==> config.mk <==
export PLATFORM = sky130hd
export DESIGN_NAME = lbla_datapath
export DESIGN_NICKNAME = d
export VERILOG_FILES = /design/src/rtl/laser_beam_likelihood_accumulator_defines.svh /design/src/rtl/lbla_pkg.sv /design/src/rtl/lbla_datapath.sv
export SDC_FILE = /design/constraint.sdc
export NUM_CORES = 2
export LEC_CHECK = 0
export BUFFER_PORTS_ARGS = -buffer_cell sky130_fd_sc_hd__buf_2
export CAP_MARGIN = 15
export CORE_MARGIN = 2
export CORE_UTILIZATION = 38
export CTS_BUF_LIST = sky130_fd_sc_hd__clkbuf_4
export DETAILED_ROUTE_END_ITERATION = 10
export GPL_ROUTABILITY_DRIVEN = 1
export PLACE_DENSITY = 0.65
export SLEW_MARGIN = 25
export SYNTH_ARGS = -nofsm -noshare
export SYNTH_HDL_FRONTEND = slang
export SYNTH_SLANG_ARGS = --single-unit
==> constraint.sdc <==
create_clock -name clk -period 6.9 [get_ports clk]
set_input_delay 1.38 -clock clk [delete_from_list [all_inputs] [get_ports clk]]
set_output_delay 1.38 -clock clk [all_outputs]
set_load 0.01 [all_outputs]
==> src/rtl/laser_beam_likelihood_accumulator_defines.svh <==
// Assertion macros used by the top-level RTL file to check its own logic.
`ifndef LASER_BEAM_LIKELIHOOD_ACCUMULATOR_DEFINES_SVH
`define LASER_BEAM_LIKELIHOOD_ACCUMULATOR_DEFINES_SVH

// Same-cycle implication, disabled while reset is high.
`define LBLA_ASSERT_NOW(label, clk, rst, ante, cons) \
  label: assert property (@(posedge clk) disable iff (rst) (ante) |-> (cons)) \
    else $error("%m: same-cycle check failed");

// Next-cycle implication, disabled while reset is high.
`define LBLA_ASSERT_NEXT(label, clk, rst, ante, cons) \
  label: assert property (@(posedge clk) disable iff (rst) (ante) |=> (cons)) \
    else $error("%m: next-cycle check failed");

`endif

==> src/rtl/lbla_pkg.sv <==
package lbla_pkg;

  localparam int unsigned RANGE_W    = 14;
  localparam int unsigned VAL_W      = 16;
  localparam int unsigned OP_W       = 2;
  localparam int unsigned SUM_W      = 40;
  localparam int unsigned PROD_W     = 2 * VAL_W;
  localparam int unsigned CFG_IDX_W  = 3;
  localparam int unsigned CFG_DATA_W = 16;

  localparam int unsigned DEF_TABLE_DEPTH = 16384;
  localparam int unsigned DEF_FRAC_BITS   = 16;

  localparam logic [VAL_W-1:0]   RST_HIT_WEIGHT   = 16'd62259;
  localparam logic [VAL_W-1:0]   RST_SHORT_WEIGHT = 16'd655;
  localparam logic [VAL_W-1:0]   RST_MAX_WEIGHT   = 16'd3277;
  localparam logic [VAL_W-1:0]   RST_RAND_TERM    = 16'd328;
  localparam logic [RANGE_W-1:0] RST_MAX_RANGE    = 14'd10000;

  typedef enum logic [OP_W-1:0] {
    OP_BEAM       = 2'd0,
    OP_LOAD_HIT   = 2'd1,
    OP_LOAD_SHORT = 2'd2
  } op_t;

  typedef enum logic [CFG_IDX_W-1:0] {
    REG_HIT_WEIGHT   = 3'd0,
    REG_SHORT_WEIGHT = 3'd1,
    REG_MAX_WEIGHT   = 3'd2,
    REG_RAND_TERM    = 3'd3,
    REG_MAX_RANGE    = 3'd4
  } reg_idx_t;

  typedef enum logic [2:0] {
    ST_IDLE,
    ST_MUL,
    ST_PZ,
    ST_SQ,
    ST_CUBE,
    ST_ACC
  } state_t;

  typedef struct packed {
    logic [VAL_W-1:0] hit_weight;
    logic [VAL_W-1:0] short_weight;
    logic [VAL_W-1:0] max_weight;
    logic [VAL_W-1:0] rand_term;
  } lbla_cfg_t;

  typedef struct packed {
    logic mul_en;
    logic pz_en;
    logic sq_en;
    logic cube_en;
  } lbla_ctl_t;

  typedef struct packed {
    logic is_short;
    logic at_max;
    logic last;
  } beam_info_t;

endpackage

==> src/rtl/lbla_datapath.sv <==
module lbla_datapath #(
  parameter int unsigned FRAC_BITS = lbla_pkg::DEF_FRAC_BITS
) (
  input  logic                         clk,
  input  lbla_pkg::lbla_ctl_t          ctl,
  input  lbla_pkg::lbla_cfg_t          cfg,
  input  lbla_pkg::beam_info_t         info,
  input  logic [lbla_pkg::VAL_W-1:0]   hit_rd,
  input  logic [lbla_pkg::VAL_W-1:0]   short_rd,
  output logic [FRAC_BITS+5:0]         cube
);
  import lbla_pkg::*;

  localparam int unsigned PZ_W   = FRAC_BITS + 2;
  localparam int unsigned SQ_W   = FRAC_BITS + 4;
  localparam int unsigned CUBE_W = FRAC_BITS + 6;
  localparam int unsigned SUMP_W = PROD_W + 2;
  localparam logic [SUMP_W-1:0] PZ_MAX = (SUMP_W'(4) << FRAC_BITS) - SUMP_W'(1);

  logic [PROD_W-1:0]      hit_prod;
  logic [PROD_W-1:0]      short_prod;
  logic [PZ_W-1:0]        pz;
  logic [SQ_W-1:0]        sq;
  logic [SUMP_W-1:0]      pz_sum;
  logic [2*PZ_W-1:0]      sq_full;
  logic [SQ_W+PZ_W-1:0]   cube_full;

  always_comb begin
    pz_sum = SUMP_W'(hit_prod >> FRAC_BITS)
           + (info.is_short ? SUMP_W'(short_prod >> FRAC_BITS) : '0)
           + SUMP_W'(info.at_max ? cfg.max_weight : cfg.rand_term);
    sq_full   = pz * pz;
    cube_full = sq * pz;
  end

  always_ff @(posedge clk) begin
    if (ctl.mul_en) begin
      hit_prod   <= cfg.hit_weight * hit_rd;
      short_prod <= cfg.short_weight * short_rd;
    end
    if (ctl.pz_en) begin
      pz <= (pz_sum > PZ_MAX) ? PZ_W'(PZ_MAX) : PZ_W'(pz_sum);
    end
    if (ctl.sq_en) begin
      sq <= SQ_W'(sq_full >> FRAC_BITS);
    end
    if (ctl.cube_en) begin
      cube <= CUBE_W'(cube_full >> FRAC_BITS);
    end
  end

endmodule

# [Word-level counts from Yosys, hierarchy flattened]
# Cells that the tools add are included.
[totals] ff_bits=124 latch_bits=0 ramBits=0 mem_bits_ro=0 output_inout_bits=22 wordCells=14 memories=0
[classes] add_sub_neg=2 n_mul=4 div=0 order_cmp=1 n_eq_ne=0 shift=0 muxes=2 bitwise=0 reduce_logical=0
[op_table] cell="16-bit by 16-bit multiplier with 32-bit output" n=2
[op_table] cell="20-bit by 18-bit multiplier with 38-bit output" n=1
[op_table] cell="18-bit by 18-bit multiplier with 36-bit output" n=1
[op_table] cell="16-bit 2-to-1 mux" n=2
[op_table] cell="17-bit by 16-bit adder with 18-bit output" n=1
[op_table] cell="18-bit > comparator (second input constant)" n=1
[op_table] cell="16-bit by 16-bit adder with 17-bit output" n=1

# [Longest topological paths before layout]
[depth] word_depth=4 mapped_depth=27 ltp_nobuf=25

# [Least setup slack after synthesis]
# OpenSTA, ideal clock, no wires.
[synth_path] path_type="input to register" startpoint="input port cfg[55] (netlist bit)" endpoint="register hit_prod[31] (data pin)" setup_time_ns=0.258 t_arrival_ns=6.874 setup_slack_ns=-0.231 cell_stages=24 path_buffers=1 path_cell_list="clkbuf_1 nand2_1 fa_1 inv_1 fa_1 inv_1 fa_1 inv_1 fa_1 fa_1 inv_1 fa_1 inv_1 ha_1 a21oi_1 nor2b_1 o21ai_0 nand2b_1 a221oi_2 a21oi_2 a32o_2 a2111oi_4 a21oi_2 xnor2_1"
[synth_via] elab_chain_cells=1
[synth_rtl] item="start: declaration" line_no="lbla_datapath.sv:6" text="input lbla_pkg::lbla_cfg_t cfg,"
[synth_rtl] item="16-bit by 16-bit multiplier with 32-bit output" line_no="lbla_datapath.sv:38" text="hit_prod <= cfg.hit_weight * hit_rd;"
[synth_rtl] item="end signal: assignment" line_no="lbla_datapath.sv:38"
[synth_rtl] item="end: declaration" line_no="lbla_datapath.sv:20" text="logic [PROD_W-1:0] hit_prod;"
# No other way between the ends.
# A chain may end at the register's enable or synchronous reset.

# [Final worst setup path]
[layout_path] startpoint="register sq[13]" endpoint="register cube[20] (data pin)"
[layout_via] elab_chain_cells=1
[layout_rtl] item="start: declaration" line_no="lbla_datapath.sv:23" text="logic [SQ_W-1:0] sq;"
[layout_rtl] item="start signal: assignment" line_no="lbla_datapath.sv:45" text="sq <= SQ_W'(sq_full >> FRAC_BITS);"
[layout_rtl] item="20-bit by 18-bit multiplier with 38-bit output" line_no="lbla_datapath.sv:33" text="cube_full = sq * pz;"
[layout_rtl] item="named net cube_full[36]" line_no="lbla_datapath.sv:26" text="logic [SQ_W+PZ_W-1:0] cube_full;"
[layout_rtl] item="end signal: assignment" line_no="lbla_datapath.sv:48" text="cube <= CUBE_W'(cube_full >> FRAC_BITS);"
[layout_rtl] item="end: declaration" line_no="lbla_datapath.sv:10" text="output logic [FRAC_BITS+5:0] cube"
# The timed path passes the listed nets, and every way through them passes these cells.

==> metrics <==
Min Clock Period, post-route 6.58 ns; startpoint type of the worst setup path flip-flop; status complete, no violations; average cell area after synthesis 9.36 um^2; clk buf depth 2; Final Cycle Share 0.954; routed len/inst 14.4 um; Worst Setup Slack, final 0.321 ns; post-DR vias/cell 4.71; Yosys warnings 0; ys flop type edfxtp_1; Die H 326 um; via count 27300; NumNets Final 5847; Max-Cap Viols 0; final global-route overflow total 0; CTS tree done; Placed Instance Area 42900 um^2; CP required 7.28 ns; Max Freq 0.152 GHz; GP Congestion 0.846; Clock transition at path regs 0.21 ns; antenna-violating nets left 0; flops & latches, synth 92; Detailed Routing Iterations Pass 1 5; FFs w/ async S/R, synth 0; Die Wd 326 um; Port Buffers 124; Fin Hold WS 0.687 ns; layout cells sized above 1 0.0933; Worst Setup End Kind flip-flop; Arrival @ worst endpoint 6.96 ns; DP Wirelength 71800 um; initial antenna violation count 4; Worst-Margin Slew 0.754 ns; # fillers 10200; crit path kind flip-flop to flip-flop; DRC Markers 0; drt total wl 83600 um; area delta synth->final 9.84%; clk sinks 92; Die Footprint 106000 um^2; cells after synthesis 4204; CTS H-tree depth 3; cell area after layout 43200 um^2; max-slew violations 0; Initial Util 0.382; Slew HR 0.497; Mapped Area 39400 um^2; setup tns final 0 ns; Iter 0 DRT Violations 1099; GRT Util Overall 0.165; CTS root buffer clkbuf_4; cts hold-fix bufs 0; post-synthesis sequential area ratio 0.0702; Setup violations, final 0; RSZ-0062 raised after global routing no; io pins 126; TritonCTS Buffers 9; post-synthesis net count 5650; first-pass GRT wire length 145000 um; Placeable Area 103000 um^2; Post-synth EDFFs 92; clock latency on the worst-skew pair 0.61 ns; largest net degree at the start of global routing 39; Final Hold Viols 0; Core Rows 118; vias in the first global route 30000; pre-CTS setup slack -0.392 ns; skew final 0.0290 ns; Yosys cell types 57; Hold Crit Class flip-flop to flip-flop; crit path max fanout 11
## layout by cell type, fill, tap and decap left out, drive strengths merged, types with 7 or more instances in the layout
cell	count
inv	1082
fa	904
nand2	581
and2	473
ha	438
buf	350
edfxtp	92
a21oi	66
nor2	60
xnor2	59
o21ai	32
xor2	31
a21o	28
nor3	22
mux2	16
nor2b	16
o21a	13
nand2b	13
nand3	12
o21bai	11
and3	10
clkbuf	9
nand4	7
## Yosys cell counts, types with 2 or more instances
cell | count | share of area
inv_1 | 1079 | 0.10
fa_1 | 904 | 0.46
nand2_1 | 581 | 0.055
and2_1 | 473 | 0.075
ha_1 | 438 | 0.14
clkbuf_1 | 163 | 0.016
edfxtp_1 | 92 | 0.070
a21oi_1 | 64 | 0.0081
nor2_1 | 60 | 0.0057
xnor2_1 | 59 | 0.013
o21ai_0 | 31 | 0.0039
xor2_1 | 31 | 0.0069
a21o_1 | 28 | 0.0053
nor3_1 | 22 | 0.0028
mux2_2 | 16 | 0.0046
nor2b_1 | 16 | 0.0025
nand2b_1 | 13 | 0.0021
o21a_1 | 13 | 0.0025
nand3_1 | 12 | 0.0015
o21bai_1 | 11 | 0.0021
and3_1 | 10 | 0.0016
nand4_1 | 7 | 0.0011
and4_1 | 6 | 0.0013
or2_2 | 6 | 0.00095
a211oi_1 | 5 | 0.00095
a31o_2 | 5 | 0.0011
a31oi_1 | 5 | 0.00079
o211ai_1 | 5 | 0.00095
or3_1 | 5 | 0.00079
a221oi_1 | 4 | 0.00089
o211a_1 | 4 | 0.0010
o22ai_1 | 4 | 0.00064
a2111oi_0 | 2 | 0.00045
a21oi_2 | 2 | 0.00045
a311o_1 | 2 | 0.00051
a311oi_1 | 2 | 0.00045
mux2i_1 | 2 | 0.00051
o2111ai_1 | 2 | 0.00045
o31a_1 | 2 | 0.00045
## registers in the layout (all words and copies together), names as in the netlist
name / count
sq: 20
short_prod: 16
hit_prod: 16
cube: 22
pz: 18
## metrics by stage
step,utilization,instances
3_5_place_dp,0.417,5762
3_3_place_gp,0.417,5762
2_1_floorplan,-,4204
6_report,0.419,5788
5_1_grt,0.419,5788
4_1_cts,0.418,5778
## metal layers
metal | vias to the layer above | GRT usage | part of all wire
met4 | 2 | 0.0318 | 0.016
li1 | 12700 | - | -
met5 | - | 0 | 0.00016
met1 | 14000 | 0.222 | 0.45
met2 | 435 | 0.293 | 0.50
met3 | 100 | 0.0148 | 0.030
## cells by family after synthesis
kind of cell,after synthesis,share of synthesized area
compound gates,205,0.0353
xor+xnor,90,0.0200
fa+ha+maj,1342,0.599
buf+inv,1243,0.119
flops,92,0.0702
mux,18,0.00509
simple gates,1214,0.152
## final cells by class
cell class | count | area [um^2] | area share
inverter | 1079 | 4050 | 0.0937
antenna | 2 | 5.00 | 0.000116
clock inverter | 7 | 93.8 | 0.00217
multi-input combinational | 2869 | 32000 | 0.740
timing repair buffer | 350 | 2540 | 0.0587
tap | 1380 | 1730 | 0.0399
sequential | 92 | 2760 | 0.0639
clock buffer | 9 | 67.6 | 0.00156
## worst max-delay path, cell delays in order, from the launching register on
cell	delay [ns]
edfxtp_1	0.68
and2_1	0.30
fa_1	0.53
inv_1	0.05
fa_1	0.45
fa_1	0.52
inv_1	0.06
fa_1	0.51
fa_1	0.49
inv_1	0.05
fa_1	0.49
inv_1	0.04
ha_1	0.32
nand4_1	0.13
nor2_1	0.07
a221oi_1	0.24
o21ai_1	0.16
a2111o_1	0.50
nand4_1	0.18
a211oi_2	0.12
nand2b_1	0.19
o311ai_0	0.32
## final timing paths
kind,endpoint,from,cells after the start,slack (ns)
max,cube[20]$_DFFE_PP_,sq[13]$_DFFE_PP_,21,0.32
min,pz[0]$_SDFFCE_PN1P_,hit_prod[16]$_DFFE_PP_,1,0.69
max reg2reg,cube[20]$_DFFE_PP_,sq[13]$_DFFE_PP_,21,0.32
min reg2reg,pz[0]$_SDFFCE_PN1P_,hit_prod[16]$_DFFE_PP_,1,0.69
## timing repair
item / 4_1_cts / 5_1_grt
buffers inserted: 0 / 8
resized for setup: 0 / 11
endpoints found under the hold margin: 0 / 0
endpoints found under the setup margin: 0 / 12
Power is left out: the tool's default activity adds up to more than one toggle a clock period on the data nets, which glitch-free logic cannot reach.
